<file path="src/rtl/cab_pkg.sv">
// ----------------------------------------------------------------------------
// cab_pkg: shared types and constants for the circle and box collision test
// Holds the datapath widths, the side codes and the stage structs that pass
// between the pipeline stages.
// ----------------------------------------------------------------------------
`default_nettype none

package cab_pkg;

  // Signed width of the doubled (Q11.5) centre offsets and nearest-point vectors.
  localparam int DiffW = 21;
  // Width of a magnitude of such a vector.
  localparam int MagW  = DiffW - 1;
  // Width of a squared magnitude and of the sum of two of them.
  localparam int SqW   = 2 * MagW;
  localparam int SumW  = SqW + 1;

  typedef enum logic [2:0] {
    SIDE_NEG_Y = 3'd0,
    SIDE_POS_Y = 3'd1,
    SIDE_NEG_X = 3'd2,
    SIDE_POS_X = 3'd3,
    SIDE_NONE  = 3'd4
  } side_t;

  // Output of the geometry stage.
  typedef struct packed {
    logic                    mode;
    logic                    box_hit;
    logic [15:0]             r2;
    logic signed [DiffW-1:0] dx;
    logic signed [DiffW-1:0] dy;
  } geom_t;

  // Output of the distance stage.
  typedef struct packed {
    logic            mode;
    logic            box_hit;
    logic [15:0]     r2;
    logic [MagW-1:0] abs_dx;
    logic [MagW-1:0] abs_dy;
    logic [SqW-1:0]  sq_x;
    logic [SqW-1:0]  sq_y;
    logic [31:0]     rr;
    side_t           side;
  } dist_t;

endpackage

`default_nettype wire

</file>
<file path="src/rtl/cab_geom.sv">
// ----------------------------------------------------------------------------
// cab_geom: geometry stage
// Box overlap test, and the clamped vector from the circle centre to the
// nearest box point, all in doubled units. One registered stage.
// ----------------------------------------------------------------------------
`default_nettype none

module cab_geom (
  input  wire logic               clk,
  input  wire logic               rst,
  input  wire logic               in_valid,
  input  wire logic               mode,
  input  wire logic signed [15:0] first_x,
  input  wire logic signed [15:0] first_y,
  input  wire logic        [14:0] first_w,
  input  wire logic        [14:0] first_h,
  input  wire logic        [14:0] radius,
  input  wire logic signed [15:0] second_x,
  input  wire logic signed [15:0] second_y,
  input  wire logic        [14:0] second_w,
  input  wire logic        [14:0] second_h,
  output logic                    out_valid,
  output cab_pkg::geom_t          out_geom
);

  localparam int DW = cab_pkg::DiffW;

  logic signed [17:0]   fx_e, fy_e, sx_e, sy_e;
  logic signed [17:0]   f_right, f_bottom, s_right, s_bottom;
  logic                 box_hit;
  logic signed [DW-1:0] ccx, ccy, bcx, bcy;
  logic signed [DW-1:0] diff_x, diff_y, ext_x, ext_y, clamp_x, clamp_y;
  cab_pkg::geom_t       geom_next;

  always_comb begin
    fx_e     = {{2{first_x[15]}}, first_x};
    fy_e     = {{2{first_y[15]}}, first_y};
    sx_e     = {{2{second_x[15]}}, second_x};
    sy_e     = {{2{second_y[15]}}, second_y};
    f_right  = fx_e + {3'b000, first_w};
    f_bottom = fy_e + {3'b000, first_h};
    s_right  = sx_e + {3'b000, second_w};
    s_bottom = sy_e + {3'b000, second_h};
    box_hit  = (f_right >= sx_e) && (s_right >= fx_e) &&
               (f_bottom >= sy_e) && (s_bottom >= fy_e);

    // Circle centre is the corner plus the radius; box centre is the corner
    // plus half the extent. Doubling both keeps the halving exact.
    ccx = ({{(DW-16){first_x[15]}}, first_x} + {{(DW-15){1'b0}}, radius}) <<< 1;
    ccy = ({{(DW-16){first_y[15]}}, first_y} + {{(DW-15){1'b0}}, radius}) <<< 1;
    bcx = ({{(DW-16){second_x[15]}}, second_x} <<< 1) + {{(DW-15){1'b0}}, second_w};
    bcy = ({{(DW-16){second_y[15]}}, second_y} <<< 1) + {{(DW-15){1'b0}}, second_h};

    diff_x = ccx - bcx;
    diff_y = ccy - bcy;
    ext_x  = {{(DW-15){1'b0}}, second_w};
    ext_y  = {{(DW-15){1'b0}}, second_h};

    if (diff_x < -ext_x) begin
      clamp_x = -ext_x;
    end else if (diff_x > ext_x) begin
      clamp_x = ext_x;
    end else begin
      clamp_x = diff_x;
    end
    if (diff_y < -ext_y) begin
      clamp_y = -ext_y;
    end else if (diff_y > ext_y) begin
      clamp_y = ext_y;
    end else begin
      clamp_y = diff_y;
    end

    // Nearest point minus circle centre reduces to clamp minus offset.
    geom_next.mode    = mode;
    geom_next.box_hit = box_hit;
    geom_next.r2      = {radius, 1'b0};
    geom_next.dx      = clamp_x - diff_x;
    geom_next.dy      = clamp_y - diff_y;
  end

  always_ff @(posedge clk) begin
    if (rst) begin
      out_valid <= 1'b0;
    end else begin
      out_valid <= in_valid;
    end
  end

  always_ff @(posedge clk) begin
    out_geom <= geom_next;
  end

endmodule

`default_nettype wire

</file>
<file path="config.mk">
export PLATFORM = sky130hd
export DESIGN_NAME = cab_geom
export DESIGN_NICKNAME = d
export VERILOG_FILES = /design/src/rtl/cab_pkg.sv /design/src/rtl/cab_geom.sv
export SDC_FILE = /design/constraint.sdc
export NUM_CORES = 1
export LEC_CHECK = 0
export ABC_CLOCK_PERIOD_IN_PS = 11200
export BUFFER_PORTS_ARGS = -buffer_cell sky130_fd_sc_hd__buf_2
export CORE_MARGIN = 2
export CORE_UTILIZATION = 50
export CTS_CLUSTER_SIZE = 14
export DETAILED_ROUTE_END_ITERATION = 10
export PLACE_DENSITY = 0.75
export SETUP_SLACK_MARGIN = 0.4
export SLEW_MARGIN = 0
export SYNTH_ARGS = -nofsm -noshare
export SYNTH_HDL_FRONTEND = slang
export SYNTH_SLANG_ARGS = --single-unit
export TNS_END_PERCENT = 50
</file>
<file path="constraint.sdc">
create_clock -name clk -period 11.2 [get_ports clk]
set_input_delay 0.56 -clock clk [delete_from_list [all_inputs] [get_ports clk]]
set_output_delay 0.56 -clock clk [all_outputs]
set_load 0.02 [all_outputs]
</file>
==> results of run 1 <==
-- final cells by class --
type	instances	area [um2]	area share, %
antenna	1	2.502	0.01613
clock buffer	11	232.7	1.500
clock inverter	5	100.1	0.6453
inverter	226	848.3	5.469
multi-input combinational	1462	11650	75.12
sequential	60	1201	7.743
tap	341	426.7	2.750
timing repair buffer	207	1049	6.759
-- power by group through the flow --
| stage | combinational (mW) | sequential (mW) | clock (mW) |
|---|---|---|---|
| after floorplan | 2.53 | 0.476 | 0 |
| after global placement | 3.24 | 0.363 | 0 |
| after detailed placement | 3.31 | 0.361 | 0 |
| after CTS | 3.35 | 0.359 | 0.344 |
| after global routing | 3.81 | 0.368 | 0.351 |
| final | 3.38 | 0.358 | 0.338 |
-- Yosys cell counts (all sizes together) (33+ instances only) --
library cell  number
nand3             35
ha               314
a21o              45
nor2b             38
inv              225
xor2              36
o21ai             97
nor3              42
fa                36
o21a              33
nand2             74
xnor2            129
nor2             137
a21oi            136
dfxtp             60
-- worst paths after layout --
kind  slack [ps]           end  cells after the start        from
max         1270  out_geom[41]                     41  first_x[1]
min          300  out_geom[59]                      1        mode
-- sequential cells by signal (all words and copies together) (netlist names) --
name,count
out_geom,59
out_valid,1
-- layer usage --
layer / vias to the layer above / wire, um
li1: 6713 / -
met1: 6195 / 15460
met2: 379 / 19050
met3: 103 / 1808
met4: 0 / 1626
met5: - / 0
-- cell usage in the layout (no fill, tap or decap), drive strengths merged, types with 38 or more instances in the layout --
| master | n |
|---|---|
| buf | 207 |
| inv | 225 |
| nor3 | 42 |
| nand2 | 74 |
| nor2 | 137 |
| o21ai | 97 |
| dfxtp | 60 |
| ha | 314 |
| nor2b | 38 |
| a21oi | 136 |
| a21o | 45 |
| xnor2 | 129 |
-- stage by stage --
| stage | utilization (%) | std cells |
|---|---|---|
| after detailed placement | 56.12 | 2296 |
| after floorplan | - | 1767 |
| after CTS | 57.35 | 2312 |
| after global placement | 56.12 | 2296 |
| after global routing | 57.40 | 2313 |
| final | 57.40 | 2313 |
-- timing repair --
action	in CTS	in global routing
endpoints found under the hold margin	0	0
hold buffers	0	0
endpoints found under the setup margin	0	1
resized for setup	0	2
-- logic make-up (layout without fill, tap and decap cells) --
group | count (synthesis) | in the layout | synth area share (%)
AO/OA/AOI/OAI | 478 | 478 | 22.61
XOR/XNOR | 165 | 165 | 10.47
adder cells (fa/ha/maj) | 351 | 351 | 33.75
buffers and inverters | 245 | 449 | 6.961
flip-flops | 60 | 60 | 8.701
multiplexers | 11 | 11 | 0.8157
other | 1 | 2 | 0.02717
AND/OR/NAND/NOR | 456 | 456 | 16.66
==> qor.yml, run 1 <==
synth-seq-area-share_pct: 8.701
status: "complete, no violations"
num_vias: 13390
grtUsageMet1_pct: 29.31
yosysTopAreaCell: "ha_1"
critical_path.top_delay_family: "compound AO/OA/AOI/OAI gates"
drtIter0Drc: 776
syn_area_per_cell_um2: 7.812
cp_max_fo: 10
io_pins: 204
synth-edff-count: 0
syn_nets: 2260
start_kind: "input pin"
row_count: 60
tritoncts.num_buffers: 9
synthTopCellsByArea: "ha_1 (28%), dfxtp_1 (8.7%), xnor2_1 (8.2%), inv_1 (6.0%), fa_1 (5.2%)"
maxSlewHeadroom_pct: 48.76
p_switching_mw: 2.052
grt_max_degree: 29
power_density_nw_per_um2: 262.6
post-dp-hpwl_mm: 32.56
end_kind: "flop"
ys_warn_count: 0
io_buffers: 202
p_sw_share_pct: 50.35
syn2layout_area_growth_pct: 12.37
grt_antenna_before_repair: 1
nFillCells: 2530
grt_usage_pct: 26.12
clkPwrFrac_pct: 8.3
cts_sinks: 60
ys_ff_latch: 60
fmax_mhz: 100.7
die_w_um: 170.2
routabilityCongestion: 0.9302
dieHeight_um: 170.2
start_util_pct: 51.08
postRouteAntennaNets: 0
cts_root_buf: "clkbuf_16"
setup_ws_ps: 1268
post_drt_wl_per_cell_um: 16.40
viasPerCell: 5.789
drc: 0
pre_cts_ws_ps: 871.3
max_stage_delay_ps: 660
clk_pin_slew_ps: 70
final_area_um2: 15510
pwr-share-seq_pct: 8.8
met2_usage_pct: 49.10
syn_inst: 1767
first_pass_iters: 5
cp_data_required_time_ps: 11440
drt-total-wl_mm: 37.94
fin_hold_ws_ps: 300.1
grt_pass1_vias: 13418
gr-max-usage-layer: "met2"
synth_top_flop_cell: "dfxtp_1"
holdCritPathClass: "in2reg"
clockBufferDepth: 2
grt.overflow.total: 0
power.internal_mw: 2.023
cts_tree: "done"
netlist.area_leader.share_pct: 28.46
period_share_pct: 88.68
htreeDepth: 3
die-area_um2: 28950
use_met3_pct: 3.256
synthArstFlopShare_pct: 0
power_mw: 4.074
drv_cap: 0
synth_area_um2: 13800
synth_cell_types: 80
setup_tns_ps: 0
drive_gt1_share_pct: 12.58
nNetsFinal: 2459
grt_pass1_wl_mm: 61.25
fin_crit_ps: 9932
drv_slew: 0
rsz0062_at_grt: "false"
crit_arrival_ps: 10170
path_class: "in2reg"
core_area_um2: 27030
cp_num_buf_inv: 2
setup_violations: 0
place_area_um2: 15170
p_leak_nw: 7.866
worstMarginPinSlew_ps: 758.7
p_comb_share_pct: 82.9
cpMaxStageDelayCell: "o41ai_1"
hold_violations: 0
ir_drop_v: 0.0003222
postCtsSetupRepairBufs: 0
(Power assumes the default switching activity.)
==> run 2: changes to the inputs <==
--- a/config.mk
+++ b/config.mk
@@ -5,6 +5,7 @@
 export SDC_FILE = /design/constraint.sdc
 export NUM_CORES = 1
 export LEC_CHECK = 0
+export ABC_AREA = 1
 export ABC_CLOCK_PERIOD_IN_PS = 11200
 export BUFFER_PORTS_ARGS = -buffer_cell sky130_fd_sc_hd__buf_2
 export CORE_MARGIN = 2
==> qor.yml, run 2 <==
status: "complete, no violations"
largest_reg_flops: 59
drtIter0Drc: 868
drt-total-wl_mm: 44.61
power_density_nw_per_um2: 257.3
path_class: "in2reg"
dieHeight_um: 178.5
cts_sinks: 60
ir_drop_v: 0.0001343
critical_path.top_delay_family: "adder cells"
post-dp-hpwl_mm: 39.06
synth-edff-count: 0
grt_max_degree: 26
routabilityCongestion: 0.9692
viasPerCell: 5.404
syn_inst: 2312
syn_area_per_cell_um2: 6.583
dp.cells: 2889
synth_area_um2: 15220
postCtsSetupRepairBufs: 0
yosysMostFrequentCell: "nand2_1"
setup_violations: 0
ys_warn_count: 0
largest-register: "out_geom"
clk_pin_slew_ps: 50
cpMaxStageDelayCell: "fa_1"
nNetsFinal: 3003
cts_tree: "done"
period_share_pct: 70.75
core_area_um2: 29800
cp_data_required_time_ps: 11490
p_leak_nw: 9.568
io_pins: 204
die-area_um2: 31850
drv_cap: 0
ys_ff_latch: 60
crit_arrival_ps: 8210
synth-seq-area-share_pct: 7.891
start_util_pct: 51.08
synthArstFlopShare_pct: 0
grt_pass1_vias: 14768
row_count: 63
grt_pass1_wl_mm: 71.15
nFillCells: 2911
clockBufferDepth: 2
end_kind: "flop"
final_common_cell: "nand2_1"
maxSlewHeadroom_pct: 41.29
yosysTopAreaCell: "ha_1"
hold_violations: 0
drv_slew: 0
syn2layout_area_growth_pct: 11.15
drc: 0
netlist.area_leader.share_pct: 25.81
stdcell_count: 2906
grt.overflow.total: 0
drive_gt1_share_pct: 10.50
max_stage_delay_ps: 470
crit_top_cell: "nand2_1"
fmax_mhz: 126.2
synthTopCellsByArea: "ha_1 (26%), nand2_1 (13%), inv_1 (9.3%), dfxtp_1 (7.9%), xor2_1 (7.0%)"
synth_cell_types: 55
cts_hold_buf: 0
holdCritPathClass: "in2reg"
cp_max_fo: 22
worstMarginPinSlew_ps: 880.5
start_kind: "input pin"
synth_top_flop_cell: "dfxtp_1"
mostFrequentLayoutCells: "nand2_1 (520), inv_1 (379), ha_1 (314)"
pre_cts_ws_ps: 3022
first_pass_iters: 6
grt_antenna_before_repair: 1
cts_root_buf: "clkbuf_16"
fin_hold_ws_ps: 302.0
power_mw: 4.353
htreeDepth: 3
post_drt_wl_per_cell_um: 15.35
cp_num_buf_inv: 7
tritoncts.num_buffers: 9
die_w_um: 178.5
top_regs: "out_geom x59, out_valid x1"
postRouteAntennaNets: 0
setup_ws_ps: 3276
ys_top_cells_by_count: "nand2_1 (520), inv_1 (379), ha_1 (314), a21oi_1 (209), nand3_1 (173)"
io_buffers: 202
fin_crit_ps: 7924
num_vias: 15705
rsz0062_at_grt: "false"
setup_tns_ps: 0
grt_usage_pct: 28.01
syn_nets: 2805
cts.repair.resized: 0
## run 2: report_power, final
| part | internal [mW] | switching, mW |
|---|---|---|
| Combinational | 1.37 | 2.32 |
| Clock | 0.173 | 0.126 |
| Sequential | 0.341 | 0.0162 |
## run 2: kinds of logic after synthesis
kind of cell / Yosys count / share of synthesized area [%]
xor gates and xnor gates: 159 / 9.149
buffers and inverters: 399 / 10.19
other: 1 / 0.02464
DFF: 60 / 7.891
and+or+nand+nor: 944 / 27.26
adders and majority gates: 350 / 30.55
AOI/OAI and AO/OA: 399 / 14.94
## run 2: through the flow
step / cell area, um2 / utilization [%]
2_1_floorplan: 15220 / -
3_3_place_gp: 16610 / 55.75
3_5_place_dp: 16610 / 55.75
4_1_cts: 16920 / 56.77
5_1_grt: 16920 / 56.77
6_report: 16920 / 56.78
## run 2: area by class of cell
class                   count  area, um2  area share (%)
clock buffers               9      225.2           1.331
clock inverters             7      77.57          0.4585
multi-input cells        1853      12470           73.70
well taps                 390      488.0           2.884
diodes                      1      2.502         0.01479
repair buffers            202       1011           5.976
flip-flops and latches     60       1201           7.100
inverters                 384       1444           8.535
## run 2: routing by layer
| layer | up-vias | wire (um) | track usage [%] |
|---|---|---|---|
| met1 | 7037 | 21020 | 37.44 |
| met2 | 496 | 19340 | 45.56 |
| met5 | - | 0 | 0 |
| met4 | 0 | 1511 | 9.790 |
| li1 | 8088 | - | - |
| met3 | 84 | 2739 | 4.412 |
## run 2: final timing paths
check | from | end | slack [ps] | cells past startpoint
worst max-delay path | first_y[0] | out_geom[16] | 3280 | 46
worst min-delay path | mode | out_geom[59] | 300 | 1
